File: config.mk
export PLATFORM = sky130hd
export DESIGN_NAME = cbc_front_flat
export DESIGN_NICKNAME = d
export VERILOG_FILES = /design/src/hw/rtl/cbc_pkg.sv /design/src/hw/rtl/cbc_req_if.sv /design/src/hw/rtl/cbc_front.sv /design/src/flat_wrapper.sv
export SDC_FILE = /design/constraint.sdc
export NUM_CORES = 2
export LEC_CHECK = 0
export ABC_CLOCK_PERIOD_IN_PS = 10700
export BUFFER_PORTS_ARGS = -buffer_cell sky130_fd_sc_hd__buf_2
export CAP_MARGIN = 40
export CORE_MARGIN = 2
export CORE_UTILIZATION = 55
export CTS_CLUSTER_SIZE = 14
export DETAILED_ROUTE_END_ITERATION = 6
export PLACE_DENSITY = 0.72
export SYNTH_ARGS = -nofsm -noshare
export SYNTH_HDL_FRONTEND = slang
export SYNTH_SLANG_ARGS = --single-unit
File: constraint.sdc
create_clock -name clk -period 10.7 [get_ports clk]
set_input_delay 1.07 -clock clk [delete_from_list [all_inputs] [get_ports clk]]
set_output_delay 1.07 -clock clk [all_outputs]
set_load 0.02 [all_outputs]
File: src/hw/rtl/cbc_pkg.sv
package cbc_pkg;

  localparam int unsigned CoordW = 16;
  localparam int unsigned SizeW = 15;
  localparam int unsigned OffW = 19;
  localparam int unsigned LenW = 32;
  localparam int unsigned NormBits = 15;
  localparam int unsigned AccW = 67;
  localparam int unsigned QueueDepth = 2;

  typedef struct packed {
    logic hit;
    logic active;
    logic signed [OffW-1:0] dx;
    logic signed [OffW-1:0] dy;
    logic [SizeW-1:0] r;
    logic [LenW-1:0] len2;
  } work_t;

  typedef struct packed {
    logic [NormBits-1:0] mag;
    logic signed [AccW-1:0] p;
    logic signed [AccW-1:0] el;
    logic signed [AccW-1:0] lim;
  } lane_t;

  // one trial bit of the rounded unit magnitude, squares kept by shifts and adds
  function automatic lane_t norm_step(lane_t cur, logic [LenW-1:0] len2, int unsigned b);
    lane_t nxt;
    logic signed [AccW-1:0] l_ext;
    logic signed [AccW-1:0] p_try;
    logic signed [AccW-1:0] e_try;
    l_ext = signed'({{(AccW-LenW){1'b0}}, len2});
    p_try = cur.p + (cur.el <<< (b + 2)) + (l_ext <<< (2 * b + 2));
    e_try = cur.el + (l_ext <<< (b + 1));
    nxt = cur;
    if (p_try <= cur.lim) begin
      nxt.mag = cur.mag | (NormBits'(1) << b);
      nxt.p = p_try;
      nxt.el = e_try;
    end
    return nxt;
  endfunction

endpackage

File: src/hw/rtl/cbc_req_if.sv
interface cbc_req_if;
  logic valid;
  logic ready;
  logic signed [cbc_pkg::CoordW-1:0] circle_x;
  logic signed [cbc_pkg::CoordW-1:0] circle_y;
  logic [cbc_pkg::SizeW-1:0] circle_radius;
  logic signed [cbc_pkg::CoordW-1:0] box_x;
  logic signed [cbc_pkg::CoordW-1:0] box_y;
  logic [cbc_pkg::SizeW-1:0] box_width;
  logic [cbc_pkg::SizeW-1:0] box_height;

  modport source(output valid, circle_x, circle_y, circle_radius, box_x, box_y, box_width,
                 box_height, input ready);
  modport sink(input valid, circle_x, circle_y, circle_radius, box_x, box_y, box_width,
               box_height, output ready);
endinterface

File: src/hw/rtl/cbc_front.sv
module cbc_front (
  input  logic            clk,
  input  logic            rst,
  cbc_req_if.sink         req,
  output logic            item_valid,
  input  logic            item_ready,
  output cbc_pkg::work_t  item
);

  localparam int unsigned OffW = cbc_pkg::OffW;
  localparam int unsigned SizeW = cbc_pkg::SizeW;

  logic en;
  logic v1, v2;
  logic signed [OffW-1:0] dx1, dy1;
  logic [SizeW-1:0] r1, r2;
  logic signed [OffW-1:0] dx2, dy2;
  logic [35:0] sqx, sqy;
  logic [2*SizeW-1:0] rr;
  logic signed [OffW-1:0] dx_c, dy_c;
  logic signed [2*OffW-1:0] px, py;
  logic [36:0] len_full;
  logic hit_c;

  function automatic logic signed [OffW-1:0] offset(logic signed [15:0] c,
                                                     logic signed [15:0] b,
                                                     logic [SizeW-1:0] w);
    logic signed [OffW-1:0] c2, lo, hi, cl;
    c2 = signed'({{2{c[15]}}, c, 1'b0});
    lo = signed'({{2{b[15]}}, b, 1'b0}) - signed'({4'b0, w});
    hi = signed'({{2{b[15]}}, b, 1'b0}) + signed'({4'b0, w});
    if (c2 < lo) begin
      cl = lo;
    end else if (c2 > hi) begin
      cl = hi;
    end else begin
      cl = c2;
    end
    return cl - c2;
  endfunction

  assign en = !item_valid || item_ready;
  assign req.ready = en;

  assign dx_c = offset(req.circle_x, req.box_x, req.box_width);
  assign dy_c = offset(req.circle_y, req.box_y, req.box_height);
  assign px = dx1 * dx1;
  assign py = dy1 * dy1;
  assign len_full = {1'b0, sqx} + {1'b0, sqy};
  assign hit_c = len_full < {5'b0, rr, 2'b00};

  always_ff @(posedge clk) begin
    if (rst) begin
      v1 <= 1'b0;
      v2 <= 1'b0;
      item_valid <= 1'b0;
    end else if (en) begin
      v1 <= req.valid;
      v2 <= v1;
      item_valid <= v2;
    end
  end

  always_ff @(posedge clk) begin
    if (en) begin
      dx1 <= dx_c;
      dy1 <= dy_c;
      r1 <= req.circle_radius;
      dx2 <= dx1;
      dy2 <= dy1;
      r2 <= r1;
      sqx <= px[35:0];
      sqy <= py[35:0];
      rr <= r1 * r1;
      item.hit <= hit_c;
      item.active <= hit_c && (len_full != '0);
      item.dx <= dx2;
      item.dy <= dy2;
      item.r <= r2;
      item.len2 <= len_full[cbc_pkg::LenW-1:0];
    end
  end

endmodule

File: src/flat_wrapper.sv
// flat-port wrapper written by rule: the top's interface ports become plain ports
module cbc_front_flat 
  (clk, rst, item_valid, item_ready, item, req_valid, req_circle_x, req_circle_y, req_circle_radius, req_box_x, req_box_y, req_box_width, req_box_height, req_ready);
  cbc_req_if req_i ();
  input  logic clk;
  input  logic rst;
  output logic item_valid;
  input  logic item_ready;
  output cbc_pkg::work_t item;
  input wire logic [$bits(req_i.valid)-1:0] req_valid;
  input wire logic [$bits(req_i.circle_x)-1:0] req_circle_x;
  input wire logic [$bits(req_i.circle_y)-1:0] req_circle_y;
  input wire logic [$bits(req_i.circle_radius)-1:0] req_circle_radius;
  input wire logic [$bits(req_i.box_x)-1:0] req_box_x;
  input wire logic [$bits(req_i.box_y)-1:0] req_box_y;
  input wire logic [$bits(req_i.box_width)-1:0] req_box_width;
  input wire logic [$bits(req_i.box_height)-1:0] req_box_height;
  output wire logic [$bits(req_i.ready)-1:0] req_ready;
  assign req_i.valid = req_valid;
  assign req_i.circle_x = req_circle_x;
  assign req_i.circle_y = req_circle_y;
  assign req_i.circle_radius = req_circle_radius;
  assign req_i.box_x = req_box_x;
  assign req_i.box_y = req_box_y;
  assign req_i.box_width = req_box_width;
  assign req_i.box_height = req_box_height;
  assign req_ready = req_i.ready;
  cbc_front u_core (.clk(clk), .rst(rst), .req(req_i), .item_valid(item_valid), .item_ready(item_ready), .item(item));
endmodule
==> summary.md <==
| Metric | Value |
|---|---|
| Row count | `106` |
| DRC violations left | `0` |
| CP Class | `in2reg` |
| Via Count | `approximately 31000` |
| RSZ-0062 raised after global routing | `false` |
| Worst skew pair latency | `slightly below 0.6 ns` |
| Antenna Cells | `0` |
| Min cycle time layout | `about 8 ns` |
| TritonCTS clock tree | `done` |
| Worst Path Max Fanout | `4` |
| Core box area | `about 0.084 sq mm` |
| # setup viols final | `0` |
| Status | `complete, no violations` |
| Placer Congestion | `0.889` |
| DIE HEIGHT | `295 um` |
| Slew of the pin with the lowest slew margin | `0.967 ns` |
| Initial Utilization | `0.556` |
| Fmax | `125 MHz` |
| Final Hold Vio Count | `0` |
| Worst R2R Path Depth | `22` |
| Share of layout cells above drive strength 1 | `0.0698` |
| Worst hold endpoint | `u_core.item[43]` |
| Largest net degree at the start of global routing | `70` |
| Multi-input gate area | `0.0334 sq mm` |
| Worst Hold Depth | `0` |
| Drt total wl | `between 90000 and 100000 um` |
| Sequential fraction of the synthesis area | `0.188` |
| GRT Overall Usage | `0.239` |
| CTS H-tree lvls | `2` |
| Flop2flop setup slack | `~3 ns` |
| Initial DRT Pass Iterations | `5` |
| Routed Antenna Nets | `0` |
| WL per Instance | `approximately 17 um` |
| Worst hold-check path type | `reg2reg` |
| First-pass GRT wire length | `about 170000 um` |
| Critical Path RT | `11.02 ns` |
| Slew Viols, Final | `0` |
| Fillers | `7077` |
| Critical Path Most Common Cell | `o21ai_0` |
| CTS Hold Buffers Added | `0` |
| Syn Inst Count | `4578` |
| Critical R2R Launch | `u_core.dy1[2]` |
| Prevailing post-synth register cell | `edfxtp_1` |
| Post-CTS sizing | `0` |
| Flops & latches, synth | `approximately 300` |
| Worst setup SP type | `input port` |
| Die W | `around 290 um` |
| Worst Hold Launch | `u_core.r2[11]` |
| Vias per std cell | `about 5.3` |
| CP top delay family | `compound AO/OA/AOI/OAI gates` |
| Worst-path clk slew | `approximately 0.06 ns` |
| Number of synthesis warnings | `0` |
| Fraction of registers with async set/reset | `0` |
| Average cell area after synthesis | `10.2 sq um` |
| Cell area after synthesis | `0.0465 sq mm` |
| Fin crit share | `0.747` |
| I/O pin count | `202` |
| Total CTS buffers | `37` |
| Yosys cell types | `80` |
| MaxCap Viol Count | `0` |
| CP Capture Type | `register` |
| Initial antenna violation count | `2` |
| Die area | `0.0869 sq mm` |
| Max_slew headroom | `0.355` |
| Master of the slowest instance on the critical path | `o31ai_1` |
| R2R Path End | `u_core.sqy[32]` |
| Fin Setup TNS | `0 ns` |
| Reg area | `0.00874 sq mm` |
| Synth-to-layout area growth | `7.76%` |
| Worst Path Buf+Inv | `2` |
| PortBufs | `about 200` |
| CP max stage delay | `around 0.60 ns` |
| DP HPWL | `~80000 um` |
| Crit path arrival time | `roughly 8.3 ns` |
| Post-CTS setup buffer count | `0` |
| Clock Skews | `0.0298 ns` |
| Post-Syn Nets | `around 6000` |
| Clock Sinks | `roughly 290` |
| Clock tree buffer depth | `3` |
| Vias in the first global route | `around 34000` |
| Nets | `around 6200` |
| Number of synthesized flops with an enable pin | `a little under 300` |
| DRT iter0 DRCs | `1630` |
| Clock root cell | `clkbuf_16` |
| Gr ovfl total | `0` |
layer usage:
| layer | share of wire | track usage | vias up | routed length [um] |
|---|---|---|---|---|
| li1 | - | - | 14800 | - |
| met1 | 0.43 | 0.316 | 15700 | 42200 |
| met2 | 0.51 | 0.423 | 601 | 49700 |
| met3 | 0.040 | 0.0231 | 127 | 3930 |
| met4 | 0.020 | 0.0565 | 0 | 1950 |
| met5 | 0 | 0 | - | 0 |
logic make-up (layout without fill, tap and decap cells):
| kind of cell | Yosys count | after routing | synth area share |
|---|---|---|---|
| adders and majority gates | 1335 | 1335 | 0.487 |
| buffers and inverters | 1185 | 1381 | 0.0956 |
| and+or+nand+nor | 972 | 972 | 0.105 |
| AOI/OAI and AO/OA | 540 | 540 | 0.0759 |
| DFF | 292 | 292 | 0.188 |
| xor gates and xnor gates | 224 | 224 | 0.0422 |
| muxes | 30 | 30 | 0.00659 |
synth_stat cells, types with 4 or more instances:
library cell	count	share of area
o21a_1	41	0.0066
o2111ai_1	8	0.0015
a211o_1	5	0.00094
nand3_1	35	0.0038
o211ai_1	15	0.0024
nand2b_1	49	0.0066
o31a_1	8	0.0015
xor2_1	66	0.012
mux2_2	5	0.0012
and3_1	20	0.0027
nor3b_1	7	0.0011
o21bai_1	24	0.0039
inv_1	1073	0.087
fa_1	792	0.34
edfxtp_1	289	0.19
nand3b_1	9	0.0015
nor4_1	5	0.00067
nor3_1	26	0.0028
buf_1	5	0.00040
or2_2	14	0.0019
nand2_1	316	0.025
a21o_1	75	0.012
nor2_1	169	0.014
a41oi_1	4	0.00075
o21ai_0	103	0.011
mux2i_1	25	0.0054
nand4_1	16	0.0022
a311oi_1	4	0.00075
a311o_1	4	0.00086
a31oi_1	17	0.0023
clkbuf_1	106	0.0086
a211oi_1	17	0.0027
a21oi_1	152	0.016
a21boi_0	12	0.0019
ha_1	543	0.15
and2_1	214	0.029
and4_1	6	0.0011
xnor2_1	158	0.030
o31ai_1	4	0.00065
nor2b_1	56	0.0075
o22ai_1	4	0.00054
or3_1	14	0.0019
cell usage in the layout, fill, tap and decap left out, types with 15 or more instances in the layout:
cell type  Yosys  final
a21oi_1      152    152
o211ai_1      15     15
nand3_1       35     35
a21o_1        75     75
mux2i_1       25     25
xnor2_1      158    158
ha_1         543    543
o21a_1        41     41
a211oi_1      17     17
o21ai_0      103    101
edfxtp_1     289    289
and2_1       214    214
fa_1         792    792
nand2b_1      49     48
clkbuf_16      0     38
buf_4          0     34
nor2_1       169    169
nor2b_1       56     56
inv_1       1073   1073
nor3_1        26     26
a31oi_1       17     17
xor2_1        66     66
and3_1        20     20
nand4_1       16     16
o21bai_1      24     24
buf_2          1    201
nand2_1      316    316
sequential cells by signal (all words and copies together) (netlist names):
| signal | count |
|---|---|
| u_core.dx2 | 18 |
| u_core.item_valid | 1 |
| u_core.dy1 | 19 |
| u_core.rr | 29 |
| u_core.sqx | 35 |
| u_core.v2 | 1 |
| u_core.dx1 | 19 |
| u_core.r2 | 14 |
| u_core.sqy | 35 |
| u_core.r1 | 15 |
| u_core.item | 87 |
| u_core.dy2 | 18 |
| u_core.v1 | 1 |
metrics by stage:
| stage | utilization | instances | setup slack [ns] | area, sq um | hold WS (ns) |
|---|---|---|---|---|---|
| after global placement | 0.583 | 5835 | 2.28 | 48800 | 0.400 |
| after floorplan | - | 4578 | 1.43 | 46500 | 0.400 |
| after global routing | 0.599 | 5908 | 1.77 | 50100 | 0.410 |
| final | 0.599 | 5908 | 2.71 | 50100 | 0.391 |
| after CTS | 0.599 | 5908 | 2.76 | 50100 | 0.392 |
| after detailed placement | 0.585 | 5841 | 2.19 | 48900 | 0.405 |
cell type report:
cell class / count / share of cell area
multi-input combinational: 3101 / 0.665
tap: 1134 / 0.0283
clock buffer: 40 / 0.0191
sequential: 292 / 0.174
inverter: 1073 / 0.0803
timing repair buffer: 241 / 0.0275
clock inverter: 27 / 0.00514
worst max path at each step:
stage,start,end,slack [ns],cells past startpoint
after global placement,req_box_width[1],u_core.dx1[15],2.28,33
after floorplan,item_ready,req_ready,1.43,1
final,req_box_width[1],u_core.dx1[15],2.71,33
after detailed placement,req_box_width[1],u_core.dx1[15],2.19,33
after global routing,req_box_width[1],u_core.dx1[15],1.77,33
after CTS,req_box_width[1],u_core.dx1[15],2.76,33
Power is left out: the tool's default activity adds up to more than one toggle a clock period on the data nets, which glitch-free logic cannot reach.
