**config.mk**
```make
export PLATFORM = sky130hd
export DESIGN_NAME = cbc_queue
export DESIGN_NICKNAME = d
export VERILOG_FILES = /design/src/hw/rtl/cbc_pkg.sv /design/src/hw/rtl/cbc_queue.sv
export SDC_FILE = /design/constraint.sdc
export NUM_CORES = 1
export LEC_CHECK = 0
export BUFFER_PORTS_ARGS = -buffer_cell sky130_fd_sc_hd__buf_2
export CELL_PAD_IN_SITES_DETAIL_PLACEMENT = 1
export CELL_PAD_IN_SITES_GLOBAL_PLACEMENT = 2
export CORE_UTILIZATION = 41
export DETAILED_ROUTE_END_ITERATION = 7
export PLACE_DENSITY = 0.92
export SLEW_MARGIN = 40
export SYNTH_ARGS = -nofsm -noshare
export SYNTH_HDL_FRONTEND = slang
export SYNTH_SLANG_ARGS = --single-unit
```
**constraint.sdc**
```tcl
create_clock -name clk -period 5.09 [get_ports clk]
set_clock_uncertainty 0.15 [all_clocks]
set_input_delay 0.2545 -clock clk [delete_from_list [all_inputs] [get_ports clk]]
set_output_delay 0.2545 -clock clk [all_outputs]
set_load 0.1 [all_outputs]
```
**src/hw/rtl/cbc_pkg.sv**
```systemverilog
package cbc_pkg;

  localparam int unsigned CoordW = 16;
  localparam int unsigned SizeW = 15;
  localparam int unsigned OffW = 19;
  localparam int unsigned LenW = 32;
  localparam int unsigned NormBits = 15;
  localparam int unsigned AccW = 67;
  localparam int unsigned QueueDepth = 2;

  typedef struct packed {
    logic hit;
    logic active;
    logic signed [OffW-1:0] dx;
    logic signed [OffW-1:0] dy;
    logic [SizeW-1:0] r;
    logic [LenW-1:0] len2;
  } work_t;

  typedef struct packed {
    logic [NormBits-1:0] mag;
    logic signed [AccW-1:0] p;
    logic signed [AccW-1:0] el;
    logic signed [AccW-1:0] lim;
  } lane_t;

  // one trial bit of the rounded unit magnitude, squares kept by shifts and adds
  function automatic lane_t norm_step(lane_t cur, logic [LenW-1:0] len2, int unsigned b);
    lane_t nxt;
    logic signed [AccW-1:0] l_ext;
    logic signed [AccW-1:0] p_try;
    logic signed [AccW-1:0] e_try;
    l_ext = signed'({{(AccW-LenW){1'b0}}, len2});
    p_try = cur.p + (cur.el <<< (b + 2)) + (l_ext <<< (2 * b + 2));
    e_try = cur.el + (l_ext <<< (b + 1));
    nxt = cur;
    if (p_try <= cur.lim) begin
      nxt.mag = cur.mag | (NormBits'(1) << b);
      nxt.p = p_try;
      nxt.el = e_try;
    end
    return nxt;
  endfunction

endpackage

```
**src/hw/rtl/cbc_queue.sv**
```systemverilog
module cbc_queue #(
  parameter int unsigned Depth = cbc_pkg::QueueDepth
) (
  input  logic            clk,
  input  logic            rst,
  input  logic            push_valid,
  output logic            push_ready,
  input  cbc_pkg::work_t  push_item,
  output logic            pop_valid,
  input  logic            pop_ready,
  output cbc_pkg::work_t  pop_item
);

  localparam int unsigned PtrW = (Depth > 1) ? $clog2(Depth) : 1;
  localparam int unsigned CntW = $clog2(Depth + 1);

  cbc_pkg::work_t mem [0:Depth-1];
  logic [PtrW-1:0] wr_ptr, rd_ptr;
  logic [CntW-1:0] count;
  logic push, pop;

  assign push_ready = count != CntW'(Depth);
  assign pop_valid = count != '0;
  assign push = push_valid && push_ready;
  assign pop = pop_valid && pop_ready;
  assign pop_item = mem[rd_ptr];

  always_ff @(posedge clk) begin
    if (rst) begin
      wr_ptr <= '0;
      rd_ptr <= '0;
      count <= '0;
    end else begin
      if (push) begin
        wr_ptr <= (wr_ptr == PtrW'(Depth - 1)) ? '0 : wr_ptr + 1'b1;
      end
      if (pop) begin
        rd_ptr <= (rd_ptr == PtrW'(Depth - 1)) ? '0 : rd_ptr + 1'b1;
      end
      if (push && !pop) begin
        count <= count + 1'b1;
      end else if (pop && !push) begin
        count <= count - 1'b1;
      end
    end
  end

  always_ff @(posedge clk) begin
    if (push) begin
      mem[wr_ptr] <= push_item;
    end
  end

endmodule

```
==> results_dict.tcl, run 1 <==
set metrics [dict create \
    synth.avg_cell_area_um2 22.4 \
    reg2reg_depth 3 \
    core_area_um2 15800 \
    ir_drop_mv 0.435 \
    tns_ps 0 \
    clkTransAtPathRegs_ps 60 \
    min_path_cells 3 \
    powerDensity_nw_per_um2 633 \
    initial_core_util 0.418 \
    synth_seq_area_share 0.804 \
    grt_overflow 0 \
    antenna_found_initial 0 \
    met1_length_um 5690 \
    r2r-start "count[0]$_SDFFE_PP0P_" \
    cts.sinks 179 \
    end_kind "primary output" \
    worst_path_largest_cell_delay_ps 540 \
    synth_nets 387 \
    fin_crit_sh 0.511 \
    routedWlPerCell_um 18.2 \
    clock_latency_ps 410 \
    gp_congestion 0.655 \
    synth_top_family_by_area "multiplexers" \
    grt_pass1_wl_um 21700 \
    drt_iter0_drc 144 \
    track_usage 0.179 \
    dr_wl_met2_um 7950 \
    post_synth_and_or_nand_nor_area_fraction 0.00756 \
    synth_compound_area_frac 0.00454 \
    crit_buf_inv 2 \
    synth-adder-area-share 0.00189 \
    status "completed" \
    crit_chain "buf_4, mux2_2, buf_2" \
    max_clock_freq_mhz 384 \
    avgViaCountPerCell 4.59 \
    period_needed_ps 2600 \
    drc 0 \
    hold_violations 0 \
    synth_xor_xnor_area_share 0.00397 \
    maxUsedRoutingLayer "met4" \
    num_antenna_cells 0 \
    cpLargestDelayFamily "buffers and inverters" \
    p_leak_nw 3.52 \
    whs_endpoint "wr_ptr$_SDFFE_PP0P_" \
    synth_cell_types 19 \
    rows 46 \
    hold_ws_ps 24.2 \
    critPathKind "reg2out" \
    synthCells 295 \
    die_y_um 129 \
    setup_viol 0 \
    numCtsBuffers 17 \
    critPathRequiredTime_ps 4690 \
    tightest_slew_ps 685 \
    yosys-mux-area-fraction 0.165 \
    place.detailed.hpwl_um 8460 \
    area_growth_pct 39.6 \
    crit_path_max_fanout 38 \
    crit_slowest_cell "dfxtp_4" \
    wl_met3_um 746 \
    startpoint_type "flip-flop" \
    ff2ff_setup_slack_ps 2670 \
    rsz0062_at_grt "false" \
    hp-start "push_valid" \
    slew_headroom 0.543 \
    r2r_end "mem[1][51]$_DFFE_PP_" \
    yosysWarnings 0 \
    grt_max_degree 57 \
    arrival_ps 2200 \
    die_w_um 129 \
    slew_viol_final 0 \
    timing.final.ws_setup_ps 2490 \
    die_area_um2 16700 \
    numPortBuffers 179 \
    clock_path_buffers 2 \
    grt_pass1_vias 4121 \
    totalWireLength_um 14600 \
    nets 667 \
    postRouteAntennaNets 0 \
    cts_tree "done" \
    io_pins 180 \
    place_ws_ps 2410 \
    cts-root-buf "clkbuf_16" \
    h-tree-depth 4 \
    drv_cap 0 \
    hold_path_class "in2reg" \
    drt_pre_antenna_iters 4 \
    synth_area_um2 6620 \
    via_count 3678 \
    layout-drive-gt1-share 0.514 \
    synth_seq_cells 179 \
]
how the worst max path moves through the flow:
stage                                      from                   to  slack [ps]  depth (start not counted)
after global placement                flip-flop         pop_item[32]        2470                          3
after detailed placement              flip-flop         pop_item[73]        2410                          3
after CTS                             flip-flop         pop_item[73]        1960                          3
final                                 flip-flop         pop_item[20]        2490                          3
after floorplan           count[0]$_SDFFE_PP0P_  mem[1][0]$_DFFE_PP_        1050                          2
after global routing                  flip-flop         pop_item[32]        2360                          3
logic make-up after synthesis:
logic type,after synthesis
adder cells (fa/ha/maj),1
AND/OR/NAND/NOR,9
flip-flops,179
XOR/XNOR,3
AO/OA/AOI/OAI,5
buffers and inverters,11
multiplexers,87
state kept, by name (all words and copies together) (netlist names), named ones only:
signal and flops:
mem 174, count 2, rd_ptr 1, wr_ptr 1
cells in the mapped netlist:
master | count | area share
a21bo_2 | 1 | 0.0015
nand3b_1 | 1 | 0.0011
inv_1 | 1 | 0.00057
edfxtp_1 | 174 | 0.79
or3_1 | 1 | 0.00095
and2_1 | 1 | 0.00095
mux2_4 | 30 | 0.068
or2_2 | 1 | 0.00095
mux2_2 | 57 | 0.097
ha_1 | 1 | 0.0019
nand2b_1 | 1 | 0.00095
dfxtp_1 | 5 | 0.015
and3_1 | 1 | 0.00095
xor2_1 | 3 | 0.0040
nor2_1 | 3 | 0.0017
buf_2 | 5 | 0.0038
buf_6 | 5 | 0.0085
a21oi_1 | 2 | 0.0015
o21ai_0 | 2 | 0.0015
layout by cell type, fill, tap and decap left out, drive strengths merged:
| cell | count |
|---|---|
| buf | 183 |
| edfxtp | 174 |
| dlygate4sd3 | 88 |
| mux2 | 87 |
| clkbuf | 20 |
| dfxtp | 5 |
| bufinv | 4 |
| clkinv | 4 |
| xor2 | 3 |
| nor2 | 3 |
| clkinvlp | 3 |
| o21ai | 2 |
| a21oi | 2 |
| nand2b | 1 |
| and2 | 1 |
| or2 | 1 |
| and3 | 1 |
| nand3b | 1 |
| a21bo | 1 |
| or3 | 1 |
| ha | 1 |
report_power, final:
group          internal, mW  switching (mW)  leakage [nW]
Clock                 0.814           0.522         0.280
Sequential             1.84          0.0767          1.67
Combinational         0.528            2.06          1.57
tightest hold or removal path, delay by kind of cell:
kind	cells	cell delay [ps]
buf+inv	1	110
compound gates	2	170
metal layers:
layer  GRT usage  vias to the layer above
li1            -                     1730
met1       0.193                     1810
met2       0.331                      122
met3      0.0504                       16
met4      0.0664                        0
met5           0                        -
layout make-up:
type | count | area [µm²]
clock buffers | 20 | 437
clock inverters | 10 | 160
fillers | 1456 | 6590
inverters | 1 | 8.76
multi-input cells | 105 | 1220
flip-flops and latches | 179 | 5330
well taps | 216 | 270
repair buffers | 271 | 1820
metrics by stage:
step,instances,power (mW),util,instance area [µm²]
after floorplan,295,4.15,-,6620
final,802,5.85,0.584,9240
after detailed placement,683,4.48,0.489,7740
after CTS,801,5.88,0.583,9220
after global placement,683,4.44,0.489,7740
after global routing,802,6.02,0.584,9240
repair_timing:
action	in CTS	in global routing
hold buffers	88	0
buffers inserted	0	0
resized for setup	0	0
endpoints found under the hold margin	179	0
(Power assumes the default switching activity.)
==> run 2: changes to the inputs <==
--- a/config.mk
+++ b/config.mk
@@ -5,12 +5,13 @@
 export SDC_FILE = /design/constraint.sdc
 export NUM_CORES = 1
 export LEC_CHECK = 0
+export ABC_AREA = 1
 export BUFFER_PORTS_ARGS = -buffer_cell sky130_fd_sc_hd__buf_2
 export CELL_PAD_IN_SITES_DETAIL_PLACEMENT = 1
 export CELL_PAD_IN_SITES_GLOBAL_PLACEMENT = 2
-export CORE_UTILIZATION = 41
+export CORE_UTILIZATION = 34
 export DETAILED_ROUTE_END_ITERATION = 7
-export PLACE_DENSITY = 0.92
+export PLACE_DENSITY = 0.83
 export SLEW_MARGIN = 40
 export SYNTH_ARGS = -nofsm -noshare
 export SYNTH_HDL_FRONTEND = slang
==> constraint.sdc (replaced) <==
create_clock -name clk -period 2.25 [get_ports clk]
set_clock_uncertainty 0.15 [all_clocks]
set_input_delay 0.1125 -clock clk [delete_from_list [all_inputs] [get_ports clk]]
set_output_delay 0.1125 -clock clk [all_outputs]
set_load 0.1 [all_outputs]
==> results_dict.tcl, run 2 <==
set metrics [dict create \
    status "completed" \
    layout_common_cells "edfxtp_1, buf_2, dlygate4sd3_1, mux2_2, mux2_4" \
    slew_viol_final 0 \
    synth_top_area_frac 0.787 \
    async_flop_share 0 \
    crit_buf_inv 2 \
    rows 50 \
    numCtsBuffers 17 \
    synth_flop_cell "edfxtp_1" \
    crit_path_max_fanout 4 \
    gp_congestion 0.697 \
    whs_endpoint "count[0]$_SDFFE_PP0P_" \
    timing.final.ws_setup_ps 119 \
    via_count 3833 \
    netlist.top_cell.by_area "edfxtp_1" \
    clock_latency_ps 420 \
    critPathLaunch "count[1]$_SDFFE_PP0P_" \
    synth.avg_cell_area_um2 21.6 \
    synth_area_um2 6640 \
    die_w_um 142 \
    setup_viol 0 \
    routedWlPerCell_um 17.3 \
    startpoint_type "flip-flop" \
    antenna_found_initial 0 \
    utilization 0.522 \
    tns_ps 0 \
    postRouteAntennaNets 0 \
    synth_cell_types 14 \
    reg2reg_depth 6 \
    synthTopCellsByArea "edfxtp_1, mux2_2, mux2_4" \
    crit_slowest_cell "dlygate4sd3_1" \
    grt_max_degree 57 \
    powerDensity_nw_per_um2 1380 \
    synth_commonest_cells "edfxtp_1, mux2_2, mux2_4" \
    final_common_cell "edfxtp_1" \
    max_clock_freq_mhz 469 \
    slew_headroom 0.652 \
    ff2ff_setup_slack_ps 120 \
    cts.sinks 179 \
    cpLargestDelayFamily "buffers and inverters" \
    rsz0062_at_grt "false" \
    arrival_ps 2340 \
    largest_register_ffs 174 \
    min_path_cells 5 \
    num_antenna_cells 0 \
    cts_tree "done" \
    io_pins 180 \
    crit_chain "nand2_8, nand2_8, o21ai_0, dlygate4sd3_1, nor2_1, dlygate4sd3_1" \
    place_ws_ps 588 \
    nets 685 \
    core_area_um2 18900 \
    drt_iter0_drc 169 \
    ctsResizeCount 0 \
    hold_path_class "in2reg" \
    area_growth_pct 48.6 \
    die_area_um2 20100 \
    track_usage 0.154 \
    clkTransAtPathRegs_ps 60 \
    synth_seq_area_share 0.802 \
    r2r_end "wr_ptr$_SDFFE_PP0P_" \
    synth_seq_cells 179 \
    period_needed_ps 2130 \
    drt_pre_antenna_iters 4 \
    drv_cap 0 \
    grt_overflow 0 \
    yosysWarnings 0 \
    hp-start "push_valid" \
    critPathKind "reg2reg" \
    hold_violations 0 \
    tightest_slew_ps 526 \
    clock_path_buffers 2 \
    synthCells 308 \
    critPathRequiredTime_ps 2460 \
    die_y_um 142 \
    largest-register "mem" \
    drc 0 \
    totalWireLength_um 15000 \
    end_kind "flip-flop" \
    p_leak_nw 3.77 \
    ir_drop_mv 0.690 \
    synth_nets 400 \
    r2r-start "count[1]$_SDFFE_PP0P_" \
    grt_pass1_vias 4417 \
    h-tree-depth 4 \
    initial_core_util 0.351 \
    cts-root-buf "clkbuf_16" \
    fin_crit_sh 0.947 \
    place.detailed.hpwl_um 9140 \
    synth_edf_count 174 \
    synth_most_common_cell "edfxtp_1" \
    numPortBuffers 179 \
    worst_path_largest_cell_delay_ps 570 \
    avgViaCountPerCell 4.43 \
    layout-drive-gt1-share 0.512 \
    grt_pass1_wl_um 23000 \
    top_regs "mem (174), count (2)" \
]
run 2: cells by family after synthesis:
logic type | after synthesis | synth area share
compound gates | 4 | 0.00302
fa+ha+maj | 1 | 0.00188
simple gates | 19 | 0.0115
buf+inv | 18 | 0.0168
flops | 179 | 0.802
mux | 87 | 0.165
run 2: repair_timing:
action,CTS,global route
setup endpoints to repair,0,0
setup buffers,0,0
endpoints found under the hold margin,179,0
hold buffers,91,0
run 2: report_power, final:
part | internal (mW) | switching [mW]
clock | 1.99 | 1.29
sequential | 4.21 | 0.138
combinational | 1.53 | 4.48
total | 7.74 | 5.90
run 2: how the worst max path moves through the flow:
stage / cells past startpoint / end
3_5_place_dp: 3 / pop_item[4]
5_1_grt: 7 / wr_ptr$_SDFFE_PP0P_
2_1_floorplan: 4 / mem[0][0]$_DFFE_PP_
3_3_place_gp: 3 / pop_item[4]
6_report: 6 / wr_ptr$_SDFFE_PP0P_
4_1_cts: 3 / pop_item[4]
run 2: final cells by class:
cell class                 instances  area, µm²
fill                            1785       9030
multi-input combinational        111       1250
tap                              260        325
timing repair buffer             276       2270
clock inverter                    14        224
sequential                       179       5330
clock buffer                      18        429
inverter                           8       32.5
run 2: routing by layer:
metal	wire, µm	global-route usage	vias to the layer above
met5	0	0	-
met1	5750	0.161	1913
met3	818	0.0445	15
met2	8200	0.293	129
li1	-	-	1776
met4	190	0.0526	0
run 2: worst min-delay path: stages:
cell and delay [ps]:
buf_2 130, nand2_8 70, inv_1 80, ha_1 170
a21oi_1 80
run 2: metrics by stage:
step	hold slack, ps	total power, mW	std cells	area (µm²)
finish	116	13.6	866	9860
CTS	103	13.8	866	9860
global route	132	14.1	866	9860
global placement	149	10.2	743	8300
detailed placement	154	10.3	743	8300
floorplan	61.4	9.06	308	6690
